## config.mk

```make
export PLATFORM = sky130hd
export DESIGN_NAME = counting_semaphore_wait_queues_flat
export DESIGN_NICKNAME = d
export VERILOG_FILES = /design/src/hdl/csem_pkg.sv /design/src/hdl/csem_ifs.sv /design/src/hdl/csem_ram.sv /design/src/hdl/csem_cfg.sv /design/src/hdl/csem_fsm.sv /design/src/hdl/counting_semaphore_wait_queues.sv /design/src/flat_wrapper.sv
export SDC_FILE = /design/constraint.sdc
export NUM_CORES = 1
export LEC_CHECK = 0
export ABC_AREA = 0
export ABC_CLOCK_PERIOD_IN_PS = 10500
export BUFFER_PORTS_ARGS = -buffer_cell sky130_fd_sc_hd__buf_4
export CAP_MARGIN = 10
export CORE_ASPECT_RATIO = 0.7
export CORE_MARGIN = 2
export CORE_UTILIZATION = 30
export DETAILED_ROUTE_END_ITERATION = 8
export PLACE_DENSITY = 0.42
export SLEW_MARGIN = 25
export SYNTH_ARGS = -nofsm -noshare
export SYNTH_HDL_FRONTEND = slang
export SYNTH_SLANG_ARGS = --single-unit
```

## constraint.sdc

```tcl
create_clock -name clk -period 10.5 [get_ports clk]
set_input_delay 1.05 -clock clk [delete_from_list [all_inputs] [get_ports clk]]
set_output_delay 1.05 -clock clk [all_outputs]
set_load 0.1 [all_outputs]
```

## src/hdl/csem_pkg.sv

```systemverilog
// shared types, codes and constants of the counting semaphore unit
package csem_pkg;

    // field and storage widths
    localparam int ACT_W      = 2;
    localparam int RES_W      = 2;
    localparam int PID_W      = 4;
    localparam int STAT_W     = 2;
    localparam int HELD_W     = 4;
    localparam int CNT_W      = 8;
    localparam int INIT_W     = 7;
    localparam int QDEPTH     = 16;
    localparam int QPTR_W     = 4;
    localparam int OCC_W      = 5;
    localparam int RIU_W      = 3;
    localparam int CFG_IDX_W  = 3;
    localparam int CFG_DATA_W = 7;

    // default sizing of the top level
    localparam int NUM_RESOURCES_DEF = 4;
    localparam int NUM_PROCESSES_DEF = 16;
    localparam int MAX_HELD_DEF      = 15;

    // configuration register indexes
    localparam logic [CFG_IDX_W-1:0] CFG_INIT_LAST  = 3'd3;
    localparam logic [CFG_IDX_W-1:0] CFG_RES_IN_USE = 3'd4;
    localparam logic [RIU_W-1:0]     RIU_RESET      = 3'd4;

    // saturation limits of the signed instance counter, as bit patterns
    localparam logic [CNT_W-1:0] CNT_MAX   = 8'h7f;
    localparam logic [CNT_W-1:0] CNT_MIN   = 8'h80;
    localparam logic [CNT_W-1:0] CNT_RESET = 8'h01;

    typedef enum logic [ACT_W-1:0] {
        ACT_WAIT    = 2'd0,
        ACT_SIGNAL  = 2'd1,
        ACT_RELEASE = 2'd2,
        ACT_NONE    = 2'd3
    } action_t;

    typedef enum logic [STAT_W-1:0] {
        STS_OK        = 2'd0,
        STS_BAD_INDEX = 2'd1,
        STS_OVERFLOW  = 2'd2,
        STS_NONE_HELD = 2'd3
    } status_t;

    typedef enum logic [2:0] {
        S_CLEAR,
        S_IDLE,
        S_BAD,
        S_READ,
        S_EXEC,
        S_SCAN,
        S_SKIP,
        S_NONE
    } state_t;

    // sequencer outputs to the datapath
    typedef struct packed {
        logic in_ready;
        logic clearing;
        logic scanning;
        logic skipping;
        logic exec;
        logic emit_bad;
        logic emit_none;
    } ctl_t;

    // datapath status to the sequencer
    typedef struct packed {
        logic    accept;
        action_t new_act;
        logic    new_bad;
        action_t cur_act;
        logic    clear_done;
        logic    scan_done;
        logic    out_free;
        logic    skip_hit;
        logic    skip_end;
        logic    exec_more;
        logic    exec_last;
    } sts_t;

    // counter load request from a configuration write
    typedef struct packed {
        logic                  valid;
        logic [CFG_IDX_W-1:0]  idx;
        logic [INIT_W-1:0]     value;
    } cfg_load_t;

endpackage

```

## src/hdl/csem_ifs.sv

```systemverilog
// request and result channel interfaces of the counting semaphore unit
interface csem_req_if import csem_pkg::*; ();
    logic             valid;
    logic             ready;
    logic [ACT_W-1:0] action;
    logic [RES_W-1:0] resource_index;
    logic [PID_W-1:0] process_id;

    modport source (output valid, action, resource_index, process_id, input ready);
    modport sink   (input valid, action, resource_index, process_id, output ready);
    modport mon    (input valid, ready, action, resource_index, process_id);
endinterface

interface csem_res_if import csem_pkg::*; ();
    logic              valid;
    logic              ready;
    logic              granted;
    logic              blocked;
    logic              woken_valid;
    logic [PID_W-1:0]  woken_process;
    logic [RES_W-1:0]  released_resource;
    logic [STAT_W-1:0] status;
    logic              last;

    modport source (output valid, granted, blocked, woken_valid, woken_process,
                    released_resource, status, last, input ready);
    modport sink   (input valid, granted, blocked, woken_valid, woken_process,
                    released_resource, status, last, output ready);
    modport mon    (input valid, ready, granted, blocked, woken_valid, woken_process,
                    released_resource, status, last);
endinterface

```

## src/hdl/csem_ram.sv

```systemverilog
// generic simple dual-port ram with registered read
module csem_ram #(
    parameter int WIDTH = 4,
    parameter int DEPTH = 16,
    localparam int AW   = $clog2(DEPTH)
) (
    input  logic             clk,
    input  logic             we,
    input  logic [AW-1:0]    waddr,
    input  logic [WIDTH-1:0] wdata,
    input  logic [AW-1:0]    raddr,
    output logic [WIDTH-1:0] rdata
);

    logic [WIDTH-1:0] mem [DEPTH];

    // write port and registered read port
    always_ff @(posedge clk)
    begin
        if (we)
        begin
            mem[waddr] <= wdata;
        end
        rdata <= mem[raddr];
    end

endmodule

```

## src/hdl/csem_cfg.sv

```systemverilog
// configuration register decode and resource limit of the semaphore unit
module csem_cfg import csem_pkg::*; #(
    parameter int NUM_RESOURCES = NUM_RESOURCES_DEF,
    localparam int LIM_W        = $clog2(NUM_RESOURCES + 1)
) (
    input  logic                  clk,
    input  logic                  rst_n,
    input  logic                  cfg_we,
    input  logic [CFG_IDX_W-1:0]  cfg_index,
    input  logic [CFG_DATA_W-1:0] cfg_data,
    output cfg_load_t             load,
    output logic [LIM_W-1:0]      limit
);

    logic [RIU_W-1:0] riu_reg;
    logic [RIU_W-1:0] riu_next;

    // resources in use register
    always_comb
    begin
        riu_next = riu_reg;
        if (cfg_we && (cfg_index == CFG_RES_IN_USE))
        begin
            riu_next = cfg_data[RIU_W-1:0];
        end
    end

    always_ff @(posedge clk or negedge rst_n)
    begin
        if (!rst_n)
        begin
            riu_reg <= RIU_RESET;
        end
        else
        begin
            riu_reg <= riu_next;
        end
    end

    // a write of an initial count reloads that counter
    always_comb
    begin
        load.valid = cfg_we && (cfg_index <= CFG_INIT_LAST);
        load.idx   = cfg_index;
        load.value = cfg_data[INIT_W-1:0];
    end

    // valid resource slots, bounded by the built resource count
    always_comb
    begin
        if (int'(riu_reg) < NUM_RESOURCES)
        begin
            limit = LIM_W'(riu_reg);
        end
        else
        begin
            limit = LIM_W'(NUM_RESOURCES);
        end
    end

endmodule

```

## src/hdl/csem_fsm.sv

```systemverilog
// sequencer of the semaphore unit: clearing, read, execute and release walk
module csem_fsm import csem_pkg::*; (
    input  logic clk,
    input  logic rst_n,
    input  sts_t sts,
    output ctl_t ctl
);

    state_t state_reg;
    state_t state_next;

    always_ff @(posedge clk or negedge rst_n)
    begin
        if (!rst_n)
        begin
            state_reg <= S_CLEAR;
        end
        else
        begin
            state_reg <= state_next;
        end
    end

    // next state
    always_comb
    begin
        state_next = state_reg;
        case (state_reg)
            S_CLEAR:
            begin
                if (sts.clear_done)
                begin
                    state_next = S_IDLE;
                end
            end
            S_IDLE:
            begin
                if (sts.accept)
                begin
                    if (sts.new_act == ACT_NONE)
                    begin
                        state_next = S_IDLE;
                    end
                    else if (sts.new_bad)
                    begin
                        state_next = S_BAD;
                    end
                    else if (sts.new_act == ACT_RELEASE)
                    begin
                        state_next = S_SCAN;
                    end
                    else
                    begin
                        state_next = S_READ;
                    end
                end
            end
            S_BAD, S_NONE:
            begin
                if (sts.out_free)
                begin
                    state_next = S_IDLE;
                end
            end
            S_READ:
            begin
                state_next = S_EXEC;
            end
            S_EXEC:
            begin
                if (sts.out_free)
                begin
                    if ((sts.cur_act != ACT_RELEASE) || sts.exec_last)
                    begin
                        state_next = S_IDLE;
                    end
                    else if (sts.exec_more)
                    begin
                        state_next = S_READ;
                    end
                    else
                    begin
                        state_next = S_SKIP;
                    end
                end
            end
            S_SCAN:
            begin
                if (sts.scan_done)
                begin
                    state_next = S_SKIP;
                end
            end
            S_SKIP:
            begin
                if (sts.skip_hit)
                begin
                    state_next = S_READ;
                end
                else if (sts.skip_end)
                begin
                    state_next = S_NONE;
                end
            end
            default:
            begin
                state_next = S_IDLE;
            end
        endcase
    end

    // state decode
    always_comb
    begin
        ctl           = '0;
        ctl.in_ready  = (state_reg == S_IDLE);
        ctl.clearing  = (state_reg == S_CLEAR);
        ctl.scanning  = (state_reg == S_SCAN);
        ctl.skipping  = (state_reg == S_SKIP);
        ctl.exec      = (state_reg == S_EXEC);
        ctl.emit_bad  = (state_reg == S_BAD);
        ctl.emit_none = (state_reg == S_NONE);
    end

endmodule

```

## src/hdl/counting_semaphore_wait_queues.sv

```systemverilog
// counting semaphore unit with per-resource fifo wait queues held in two synchronous rams
// wait and signal: accept, ram read and execute steps, execute waiting for a free output register;
//   the result then sits in that register, and the next request is taken while it waits
// release all: an accept step, a scan of the held counts, a step per resource visited, then
//   a read step and an execute step per released unit, for the read-then-write pass through the queue ram
// reset: asynchronous, active low; then a clearing pass over the held-unit ram of
//   NUM_PROCESSES * 2**ceil(log2 NUM_RESOURCES) entries (64 by default) with req.ready low
module counting_semaphore_wait_queues import csem_pkg::*; #(
    parameter int NUM_RESOURCES         = NUM_RESOURCES_DEF,
    parameter int NUM_PROCESSES         = NUM_PROCESSES_DEF,
    parameter int MAX_HELD_PER_RESOURCE = MAX_HELD_DEF
) (
    input  logic                  clk,
    input  logic                  rst_n,
    input  logic                  cfg_we,
    input  logic [CFG_IDX_W-1:0]  cfg_index,
    input  logic [CFG_DATA_W-1:0] cfg_data,
    csem_req_if.sink              req,
    csem_res_if.source            res
);

    localparam int RIDX_W       = (NUM_RESOURCES > 1) ? $clog2(NUM_RESOURCES) : 1;
    localparam int PIDX_W       = $clog2(NUM_PROCESSES);
    localparam int HA_W         = PIDX_W + RIDX_W;
    localparam int HELD_DEPTH   = NUM_PROCESSES * (2 ** RIDX_W);
    localparam int QA_W         = RIDX_W + QPTR_W;
    localparam int QSTORE_DEPTH = (2 ** RIDX_W) * QDEPTH;
    localparam int SCAN_W       = $clog2(NUM_RESOURCES + 1);

    localparam logic [RIDX_W-1:0] LAST_RES  = RIDX_W'(NUM_RESOURCES - 1);
    localparam logic [HA_W-1:0]   LAST_CLR  = HA_W'(HELD_DEPTH - 1);
    localparam logic [SCAN_W-1:0] SCAN_END  = SCAN_W'(NUM_RESOURCES);
    localparam logic [HELD_W-1:0] MAX_HELD  = HELD_W'(MAX_HELD_PER_RESOURCE);
    localparam logic [HELD_W-1:0] HELD_ONE  = HELD_W'(1);
    localparam logic [OCC_W-1:0]  OCC_FULL  = OCC_W'(QDEPTH);

    ctl_t               ctl;
    sts_t               sts;
    cfg_load_t          cfg_load;
    logic [SCAN_W-1:0]  limit;

    // item registers
    action_t            act_reg, act_next;
    logic [PIDX_W-1:0]  proc_reg, proc_next;
    logic [RIDX_W-1:0]  cur_r_reg, cur_r_next;
    logic [SCAN_W-1:0]  scan_idx_reg, scan_idx_next;
    logic [HA_W-1:0]    clr_idx_reg, clr_idx_next;
    logic [HELD_W-1:0]  held_cnt_reg [NUM_RESOURCES];
    logic [HELD_W-1:0]  held_cnt_next [NUM_RESOURCES];

    // per-resource state
    logic [CNT_W-1:0]   counter_reg [NUM_RESOURCES];
    logic [CNT_W-1:0]   counter_next [NUM_RESOURCES];
    logic [QPTR_W-1:0]  head_reg [NUM_RESOURCES];
    logic [QPTR_W-1:0]  head_next [NUM_RESOURCES];
    logic [QPTR_W-1:0]  tail_reg [NUM_RESOURCES];
    logic [QPTR_W-1:0]  tail_next [NUM_RESOURCES];
    logic [OCC_W-1:0]   occ_reg [NUM_RESOURCES];
    logic [OCC_W-1:0]   occ_next [NUM_RESOURCES];

    // output register
    logic               out_valid_reg, out_valid_next;
    logic               granted_reg, granted_next;
    logic               blocked_reg, blocked_next;
    logic               woken_valid_reg, woken_valid_next;
    logic [PID_W-1:0]   woken_process_reg, woken_process_next;
    logic [RES_W-1:0]   released_reg, released_next;
    status_t            status_reg, status_next;
    logic               last_reg, last_next;

    // ram ports
    logic               held_we;
    logic [HA_W-1:0]    held_waddr;
    logic [HELD_W-1:0]  held_wdata;
    logic [HA_W-1:0]    held_raddr;
    logic [HELD_W-1:0]  held_rd;
    logic               q_we;
    logic [QA_W-1:0]    q_waddr;
    logic [QA_W-1:0]    q_raddr;
    logic [PID_W-1:0]   q_rd;

    // execute-step terms
    logic               in_acc;
    logic               in_bad;
    logic               out_free;
    logic               exec_fire;
    logic               emit_fire;
    logic               is_wait;
    logic               is_release;
    logic [HELD_W-1:0]  h_cur;
    logic [CNT_W-1:0]   cnt_cur;
    logic [OCC_W-1:0]   occ_cur;
    logic               grant;
    logic               wait_ovf;
    logic               q_nonempty;
    logic               more_later;
    logic               exec_last;
    logic [SCAN_W-1:0]  scan_prev;

    csem_cfg #(
        .NUM_RESOURCES (NUM_RESOURCES)
    ) u_cfg (
        .clk       (clk),
        .rst_n     (rst_n),
        .cfg_we    (cfg_we),
        .cfg_index (cfg_index),
        .cfg_data  (cfg_data),
        .load      (cfg_load),
        .limit     (limit)
    );

    csem_fsm u_fsm (
        .clk   (clk),
        .rst_n (rst_n),
        .sts   (sts),
        .ctl   (ctl)
    );

    // held units per process and resource
    csem_ram #(
        .WIDTH (HELD_W),
        .DEPTH (HELD_DEPTH)
    ) u_held_ram (
        .clk   (clk),
        .we    (held_we),
        .waddr (held_waddr),
        .wdata (held_wdata),
        .raddr (held_raddr),
        .rdata (held_rd)
    );

    // wait queue entries, sixteen per resource
    csem_ram #(
        .WIDTH (PID_W),
        .DEPTH (QSTORE_DEPTH)
    ) u_queue_ram (
        .clk   (clk),
        .we    (q_we),
        .waddr (q_waddr),
        .wdata (PID_W'(proc_reg)),
        .raddr (q_raddr),
        .rdata (q_rd)
    );

    // request handshake and validity check
    assign req.ready = ctl.in_ready;
    assign in_acc    = req.valid && ctl.in_ready;
    assign in_bad    = (int'(req.process_id) >= NUM_PROCESSES) ||
                       ((req.action != ACT_RELEASE) &&
                        (int'(req.resource_index) >= int'(limit)));

    assign out_free  = !out_valid_reg || res.ready;
    assign exec_fire = ctl.exec && out_free;
    assign emit_fire = (ctl.exec || ctl.emit_bad || ctl.emit_none) && out_free;

    // current resource view
    assign is_wait    = (act_reg == ACT_WAIT);
    assign is_release = (act_reg == ACT_RELEASE);
    assign h_cur      = is_release ? held_cnt_reg[cur_r_reg] : held_rd;
    assign cnt_cur    = counter_reg[cur_r_reg];
    assign occ_cur    = occ_reg[cur_r_reg];
    assign grant      = !cnt_cur[CNT_W-1] && (cnt_cur != '0);
    assign wait_ovf   = (h_cur >= MAX_HELD) || (!grant && (occ_cur == OCC_FULL));
    assign q_nonempty = (occ_cur != '0);
    assign scan_prev  = scan_idx_reg - SCAN_W'(1);

    // any units left on higher resources during a release walk
    always_comb
    begin
        more_later = 1'b0;
        for (int k = 0; k < NUM_RESOURCES; k++)
        begin
            if ((k > int'(cur_r_reg)) && (held_cnt_reg[k] != '0))
            begin
                more_later = 1'b1;
            end
        end
    end

    assign exec_last = (h_cur == HELD_ONE) && !more_later;

    // status to the sequencer
    always_comb
    begin
        sts.accept     = in_acc;
        sts.new_act    = action_t'(req.action);
        sts.new_bad    = in_bad;
        sts.cur_act    = act_reg;
        sts.clear_done = (clr_idx_reg == LAST_CLR);
        sts.scan_done  = (scan_idx_reg == SCAN_END);
        sts.out_free   = out_free;
        sts.skip_hit   = (held_cnt_reg[cur_r_reg] != '0);
        sts.skip_end   = (cur_r_reg == LAST_RES);
        sts.exec_more  = (h_cur > HELD_ONE);
        sts.exec_last  = exec_last;
    end

    // held ram: clearing sweep, then read-modify-write of the current entry
    always_comb
    begin
        held_we    = 1'b0;
        held_waddr = {proc_reg, cur_r_reg};
        held_wdata = h_cur - HELD_W'(h_cur != '0);
        if (ctl.clearing)
        begin
            held_we    = 1'b1;
            held_waddr = clr_idx_reg;
            held_wdata = '0;
        end
        else if (exec_fire)
        begin
            if (is_wait)
            begin
                held_we    = !wait_ovf;
                held_wdata = h_cur + HELD_ONE;
            end
            else
            begin
                held_we = 1'b1;
            end
        end
    end

    assign held_raddr = ctl.scanning ? {proc_reg, scan_idx_reg[RIDX_W-1:0]}
                                     : {proc_reg, cur_r_reg};

    // queue ram: enqueue at tail on a blocking wait, head always being read
    assign q_we    = exec_fire && is_wait && !wait_ovf && !grant;
    assign q_waddr = {cur_r_reg, tail_reg[cur_r_reg]};
    assign q_raddr = {cur_r_reg, head_reg[cur_r_reg]};

    // next state of item and resource registers
    always_comb
    begin
        act_next      = act_reg;
        proc_next     = proc_reg;
        cur_r_next    = cur_r_reg;
        scan_idx_next = scan_idx_reg;
        clr_idx_next  = clr_idx_reg;
        held_cnt_next = held_cnt_reg;
        counter_next  = counter_reg;
        head_next     = head_reg;
        tail_next     = tail_reg;
        occ_next      = occ_reg;

        // clearing sweep address
        if (ctl.clearing)
        begin
            clr_idx_next = clr_idx_reg + HA_W'(1);
        end

        // latch an accepted transaction
        if (in_acc)
        begin
            act_next      = action_t'(req.action);
            proc_next     = PIDX_W'(req.process_id);
            scan_idx_next = '0;
            if (req.action == ACT_RELEASE)
            begin
                cur_r_next = '0;
            end
            else
            begin
                cur_r_next = RIDX_W'(req.resource_index);
            end
        end

        // prescan of held counts, one read a cycle
        if (ctl.scanning)
        begin
            scan_idx_next = scan_idx_reg + SCAN_W'(1);
            if (scan_idx_reg != '0)
            begin
                held_cnt_next[scan_prev[RIDX_W-1:0]] = held_rd;
            end
        end

        // step past resources with nothing held
        if (ctl.skipping && !sts.skip_hit && !sts.skip_end)
        begin
            cur_r_next = cur_r_reg + RIDX_W'(1);
        end

        // execute step
        if (exec_fire)
        begin
            if (is_wait)
            begin
                if (!wait_ovf)
                begin
                    if (!grant)
                    begin
                        tail_next[cur_r_reg] = tail_reg[cur_r_reg] + QPTR_W'(1);
                        occ_next[cur_r_reg]  = occ_cur + OCC_W'(1);
                    end
                    if (cnt_cur != CNT_MIN)
                    begin
                        counter_next[cur_r_reg] = cnt_cur - CNT_W'(1);
                    end
                end
            end
            else
            begin
                if (cnt_cur != CNT_MAX)
                begin
                    counter_next[cur_r_reg] = cnt_cur + CNT_W'(1);
                end
                if (q_nonempty)
                begin
                    head_next[cur_r_reg] = head_reg[cur_r_reg] + QPTR_W'(1);
                    occ_next[cur_r_reg]  = occ_cur - OCC_W'(1);
                end
                if (is_release)
                begin
                    held_cnt_next[cur_r_reg] = h_cur - HELD_ONE;
                    if ((h_cur == HELD_ONE) && !exec_last)
                    begin
                        cur_r_next = cur_r_reg + RIDX_W'(1);
                    end
                end
            end
        end

        // configuration write reloads a counter
        for (int k = 0; k < NUM_RESOURCES; k++)
        begin
            if (cfg_load.valid && (int'(cfg_load.idx) == k))
            begin
                counter_next[k] = CNT_W'(cfg_load.value);
            end
        end
    end

    // result formation into the output register
    always_comb
    begin
        out_valid_next     = out_valid_reg && !res.ready;
        granted_next       = granted_reg;
        blocked_next       = blocked_reg;
        woken_valid_next   = woken_valid_reg;
        woken_process_next = woken_process_reg;
        released_next      = released_reg;
        status_next        = status_reg;
        last_next          = last_reg;
        if (emit_fire)
        begin
            out_valid_next     = 1'b1;
            granted_next       = 1'b0;
            blocked_next       = 1'b0;
            woken_valid_next   = 1'b0;
            woken_process_next = '0;
            released_next      = '0;
            status_next        = STS_OK;
            last_next          = 1'b1;
            if (ctl.emit_bad)
            begin
                status_next = STS_BAD_INDEX;
            end
            else if (ctl.emit_none)
            begin
                status_next = STS_NONE_HELD;
            end
            else if (is_wait)
            begin
                if (wait_ovf)
                begin
                    status_next = STS_OVERFLOW;
                end
                else
                begin
                    granted_next = grant;
                    blocked_next = !grant;
                end
            end
            else
            begin
                woken_valid_next   = q_nonempty;
                woken_process_next = q_nonempty ? q_rd : '0;
                released_next      = RES_W'(cur_r_reg);
                last_next          = !is_release || exec_last;
            end
        end
    end

    // control registers
    always_ff @(posedge clk or negedge rst_n)
    begin
        if (!rst_n)
        begin
            act_reg       <= ACT_NONE;
            cur_r_reg     <= '0;
            scan_idx_reg  <= '0;
            clr_idx_reg   <= '0;
            out_valid_reg <= 1'b0;
            for (int k = 0; k < NUM_RESOURCES; k++)
            begin
                counter_reg[k] <= CNT_RESET;
                head_reg[k]    <= '0;
                tail_reg[k]    <= '0;
                occ_reg[k]     <= '0;
            end
        end
        else
        begin
            act_reg       <= act_next;
            cur_r_reg     <= cur_r_next;
            scan_idx_reg  <= scan_idx_next;
            clr_idx_reg   <= clr_idx_next;
            out_valid_reg <= out_valid_next;
            counter_reg   <= counter_next;
            head_reg      <= head_next;
            tail_reg      <= tail_next;
            occ_reg       <= occ_next;
        end
    end

    // payload registers
    always_ff @(posedge clk)
    begin
        proc_reg          <= proc_next;
        held_cnt_reg      <= held_cnt_next;
        granted_reg       <= granted_next;
        blocked_reg       <= blocked_next;
        woken_valid_reg   <= woken_valid_next;
        woken_process_reg <= woken_process_next;
        released_reg      <= released_next;
        status_reg        <= status_next;
        last_reg          <= last_next;
    end

    // result channel
    assign res.valid             = out_valid_reg;
    assign res.granted           = granted_reg;
    assign res.blocked           = blocked_reg;
    assign res.woken_valid       = woken_valid_reg;
    assign res.woken_process     = woken_process_reg;
    assign res.released_resource = released_reg;
    assign res.status            = status_reg;
    assign res.last              = last_reg;

endmodule

```

## src/flat_wrapper.sv

```systemverilog
// flat-port wrapper written by rule: the top's interface ports become plain ports
module counting_semaphore_wait_queues_flat import csem_pkg::*;
#(
    parameter int NUM_RESOURCES         = NUM_RESOURCES_DEF,
    parameter int NUM_PROCESSES         = NUM_PROCESSES_DEF,
    parameter int MAX_HELD_PER_RESOURCE = MAX_HELD_DEF
)
  (clk, rst_n, cfg_we, cfg_index, cfg_data, req_valid, req_action, req_resource_index, req_process_id, req_ready, res_valid, res_granted, res_blocked, res_woken_valid, res_woken_process, res_released_resource, res_status, res_last, res_ready);
  csem_req_if req_i ();
  csem_res_if res_i ();
  input  logic clk;
  input  logic rst_n;
  input  logic cfg_we;
  input  logic [CFG_IDX_W-1:0] cfg_index;
  input  logic [CFG_DATA_W-1:0] cfg_data;
  input wire logic [$bits(req_i.valid)-1:0] req_valid;
  input wire logic [$bits(req_i.action)-1:0] req_action;
  input wire logic [$bits(req_i.resource_index)-1:0] req_resource_index;
  input wire logic [$bits(req_i.process_id)-1:0] req_process_id;
  output wire logic [$bits(req_i.ready)-1:0] req_ready;
  output wire logic [$bits(res_i.valid)-1:0] res_valid;
  output wire logic [$bits(res_i.granted)-1:0] res_granted;
  output wire logic [$bits(res_i.blocked)-1:0] res_blocked;
  output wire logic [$bits(res_i.woken_valid)-1:0] res_woken_valid;
  output wire logic [$bits(res_i.woken_process)-1:0] res_woken_process;
  output wire logic [$bits(res_i.released_resource)-1:0] res_released_resource;
  output wire logic [$bits(res_i.status)-1:0] res_status;
  output wire logic [$bits(res_i.last)-1:0] res_last;
  input wire logic [$bits(res_i.ready)-1:0] res_ready;
  assign req_i.valid = req_valid;
  assign req_i.action = req_action;
  assign req_i.resource_index = req_resource_index;
  assign req_i.process_id = req_process_id;
  assign req_ready = req_i.ready;
  assign res_valid = res_i.valid;
  assign res_granted = res_i.granted;
  assign res_blocked = res_i.blocked;
  assign res_woken_valid = res_i.woken_valid;
  assign res_woken_process = res_i.woken_process;
  assign res_released_resource = res_i.released_resource;
  assign res_status = res_i.status;
  assign res_last = res_i.last;
  assign res_i.ready = res_ready;
  counting_semaphore_wait_queues #(.NUM_RESOURCES(NUM_RESOURCES), .NUM_PROCESSES(NUM_PROCESSES), .MAX_HELD_PER_RESOURCE(MAX_HELD_PER_RESOURCE)) u_core (.clk(clk), .rst_n(rst_n), .cfg_we(cfg_we), .cfg_index(cfg_index), .cfg_data(cfg_data), .req(req_i), .res(res_i));
endmodule
```

==> results.sh <==
export IMPL_syn_area_um2=29300
export IMPL_dr_pass1_iters=5
export IMPL_cts_buffer_depth=3
export IMPL_start_util_pct=30.4
export IMPL_ir_drop_v=0.000113
export IMPL_drc_errors=0
export IMPL_nNetsFinal=2201
export IMPL_grt_max_degree=79
export IMPL_drive_above_1_share_pct=15.3
export IMPL_cp_arrival_ns=5.47
export IMPL_grt_overflow=0
export IMPL_critPathLaunch="u_core.cur_r_reg[1]"
export IMPL_wl_per_cell_um=23.1
export IMPL_io_pins=37
export IMPL_syn_nets=2169
export IMPL_htree_levels=3
export IMPL_rsz0062_at_grt="false"
export IMPL_dieArea_um2=100000
export IMPL_start_kind="flop"
export IMPL_cts_tree="done"
export IMPL_cts_resized=0
export IMPL_fin_skew_ns=0.0247
export IMPL_outcome="finished clean"
export IMPL_place_hpwl_mm=51.2
export IMPL_grt_usage_pct=16.2
export IMPL_die_h_um=265
export IMPL_ff2ff_setup_slack_ns=5.59
export IMPL_clk_pin_slew_ns=0.06
export IMPL_syn_inst=2120
export IMPL_leakagePower_nw=10.9
export IMPL_fin_crit_ns=4.91
export IMPL_vias_per_cell=5.05
export IMPL_mostFrequentLayoutCells="edfxtp_1 (528), mux2i_1 (243), nand2_1 (226)"
export IMPL_path_max_fanout=69
export IMPL_crit_path_end="u_core.u_queue_ram.rdata[2]"
export IMPL_crit_type="flop to flop"
export IMPL_core_um2=96400
export IMPL_fmax_mhz=204
export IMPL_register_area_um2=18900
export IMPL_r2r_start="u_core.cur_r_reg[1]"
export IMPL_ant_nets=0
export IMPL_setup_viol=0
export IMPL_num_fill_cells=9255
export IMPL_yosysSeqAreaShare_pct=64.7
export IMPL_synth_edf_count=528
export IMPL_ys_warn_count=0
export IMPL_rows=95
export IMPL_async_flop_share_pct=15.9
export IMPL_detailroute_via_count=17800
export IMPL_yosysUniqueCellTypes=86
export IMPL_post_route_period_util_pct=46.8
export IMPL_layout_area_overhead_vs_synth_pct=14.4
export IMPL_synth_seq_cells=656
export IMPL_cts_buffers=71
export IMPL_hold_viol=0
export IMPL_endpoint_kind="flop"
export IMPL_holdCritPathClass="primary input to async pin"
export IMPL_max_slew_margin_rel_pct=28.7
export IMPL_multi_input_area_um2=9760
export IMPL_tns_ns=0
export IMPL_drt_wl_total_mm=81.2
export IMPL_cp_data_required_time_ns=11.06
export IMPL_clock_root_buffer="clkbuf_16"
export IMPL_clock_sink_count=656
export IMPL_r2r_end="u_core.u_queue_ram.rdata[2]"
export IMPL_die_w_um=378
export IMPL_layout_commonest_cell="edfxtp_1"
export IMPL_hold_ws_ns=0.411
export IMPL_cts_setup_buffers=0
export IMPL_routabilityCongestion=0.801
export IMPL_grt_pass1_wl_mm=121
export IMPL_slew_violations=0
export IMPL_synthFlopType="edfxtp_1"
export IMPL_avgSynthCellArea_um2=13.8
export IMPL_worstMarginPinSlew_ns=1.07
export IMPL_antenna_found_initial=1
export IMPL_drtIter0Drc=1354
export IMPL_io_buffers=36
export IMPL_ff2ff_path_depth=11
export IMPL_maxCapViolations=0
export IMPL_grt_pass1_vias=18300
export IMPL_p_per_area_nw_per_um2=167
export IMPL_clock_latency_ns=0.65
export IMPL_cts_hold_buf=0
-- worst max-delay path, stage by stage, from the launching register on --
cell and delay [ns]:
dfrtp_2 0.63, buf_4 0.59, mux2i_1 0.27, mux2_4 0.52, clkinv_2 0.55, buf_4 0.54
or2_2 0.51, o221ai_1 0.37, a21oi_1 0.07, o2bb2ai_1 0.40, a31oi_1 0.14, o221ai_1 0.11
-- synth_stat cells (24+ instances only) --
cell	number	area (um2)
a211oi_1	38	285
a21oi_1	55	275
a221oi_1	24	210
a31oi_1	25	156
buf_2	44	220
clkbuf_1	34	128
dfrtp_1	97	2430
dfxtp_1	24	480
edfxtp_1	528	15900
ha_1	26	325
inv_1	30	113
mux2_2	66	743
mux2i_1	244	2440
nand2_1	226	848
nor2_1	121	454
nor2b_1	36	225
nor3_1	82	410
o21ai_0	47	235
-- area by class of cell --
class	instances	share of cell area, %
sequential	656	56.5
multi-input combinational	1319	29.1
clock buffer	92	5.75
tap	1309	4.89
clock inverter	40	1.69
timing repair buffer	71	1.64
inverter	33	0.373
antenna	1	0.00747
-- cells by family (layout without fill, tap and decap cells) --
logic type	count (synthesis)	count (layout)	synth area share, %
multiplexers	340	340	13.2
adder cells (fa/ha/maj)	26	26	1.11
XOR/XNOR	26	26	0.777
other	0	1	0
buffers and inverters	145	236	2.50
AND/OR/NAND/NOR	611	611	10.1
AO/OA/AOI/OAI	316	316	7.66
flip-flops	656	656	64.7
-- worst min path at each step --
stage / start / to / slack (ns) / cells after the start
after floorplan: u_core.act_reg[0] / u_core.act_reg[0] / 0.46 / 2
after detailed placement: u_core.act_reg[0] / u_core.act_reg[0] / 0.48 / 2
after global placement: u_core.occ_reg[4] / u_core.occ_reg[4] / 0.48 / 1
after global routing: rst_n / u_core.counter_reg[30] / 0.42 / 1
after CTS: rst_n / u_core.counter_reg[10] / 0.39 / 1
final: rst_n / u_core.counter_reg[30] / 0.41 / 1
-- per-stage QoR --
| stage | total power [mW] | utilization [%] | instance area, um2 | worst slack, ns | instances |
|---|---|---|---|---|---|
| 6_report | 5.60 | 34.8 | 33500 | 5.59 | 3521 |
| 2_1_floorplan | 2.95 | - | 29300 | 4.56 | 2120 |
| 5_1_grt | 5.80 | 34.8 | 33500 | 5.27 | 3520 |
| 4_1_cts | 5.68 | 34.7 | 33500 | 5.55 | 3519 |
| 3_3_place_gp | 2.99 | 32.2 | 31000 | 5.56 | 3387 |
| 3_5_place_dp | 2.99 | 32.2 | 31000 | 5.57 | 3387 |
-- per-layer routing --
layer | global-route usage (%) | routed length [um] | vias to the layer above
li1 | - | - | 8178
met1 | 24.6 | 41200 | 9073
met2 | 23.8 | 34500 | 414
met3 | 3.25 | 3960 | 104
met4 | 3.60 | 1560 | 0
met5 | 0 | 0 | -
-- power by group --
part | leakage [nW] | switching, mW | internal [mW]
registers | 5.74 | 0.0145 | 2.80
logic | 3.94 | 0.0645 | 0.0549
clock network | 1.20 | 1.10 | 1.57
(Power assumes the default switching activity.)
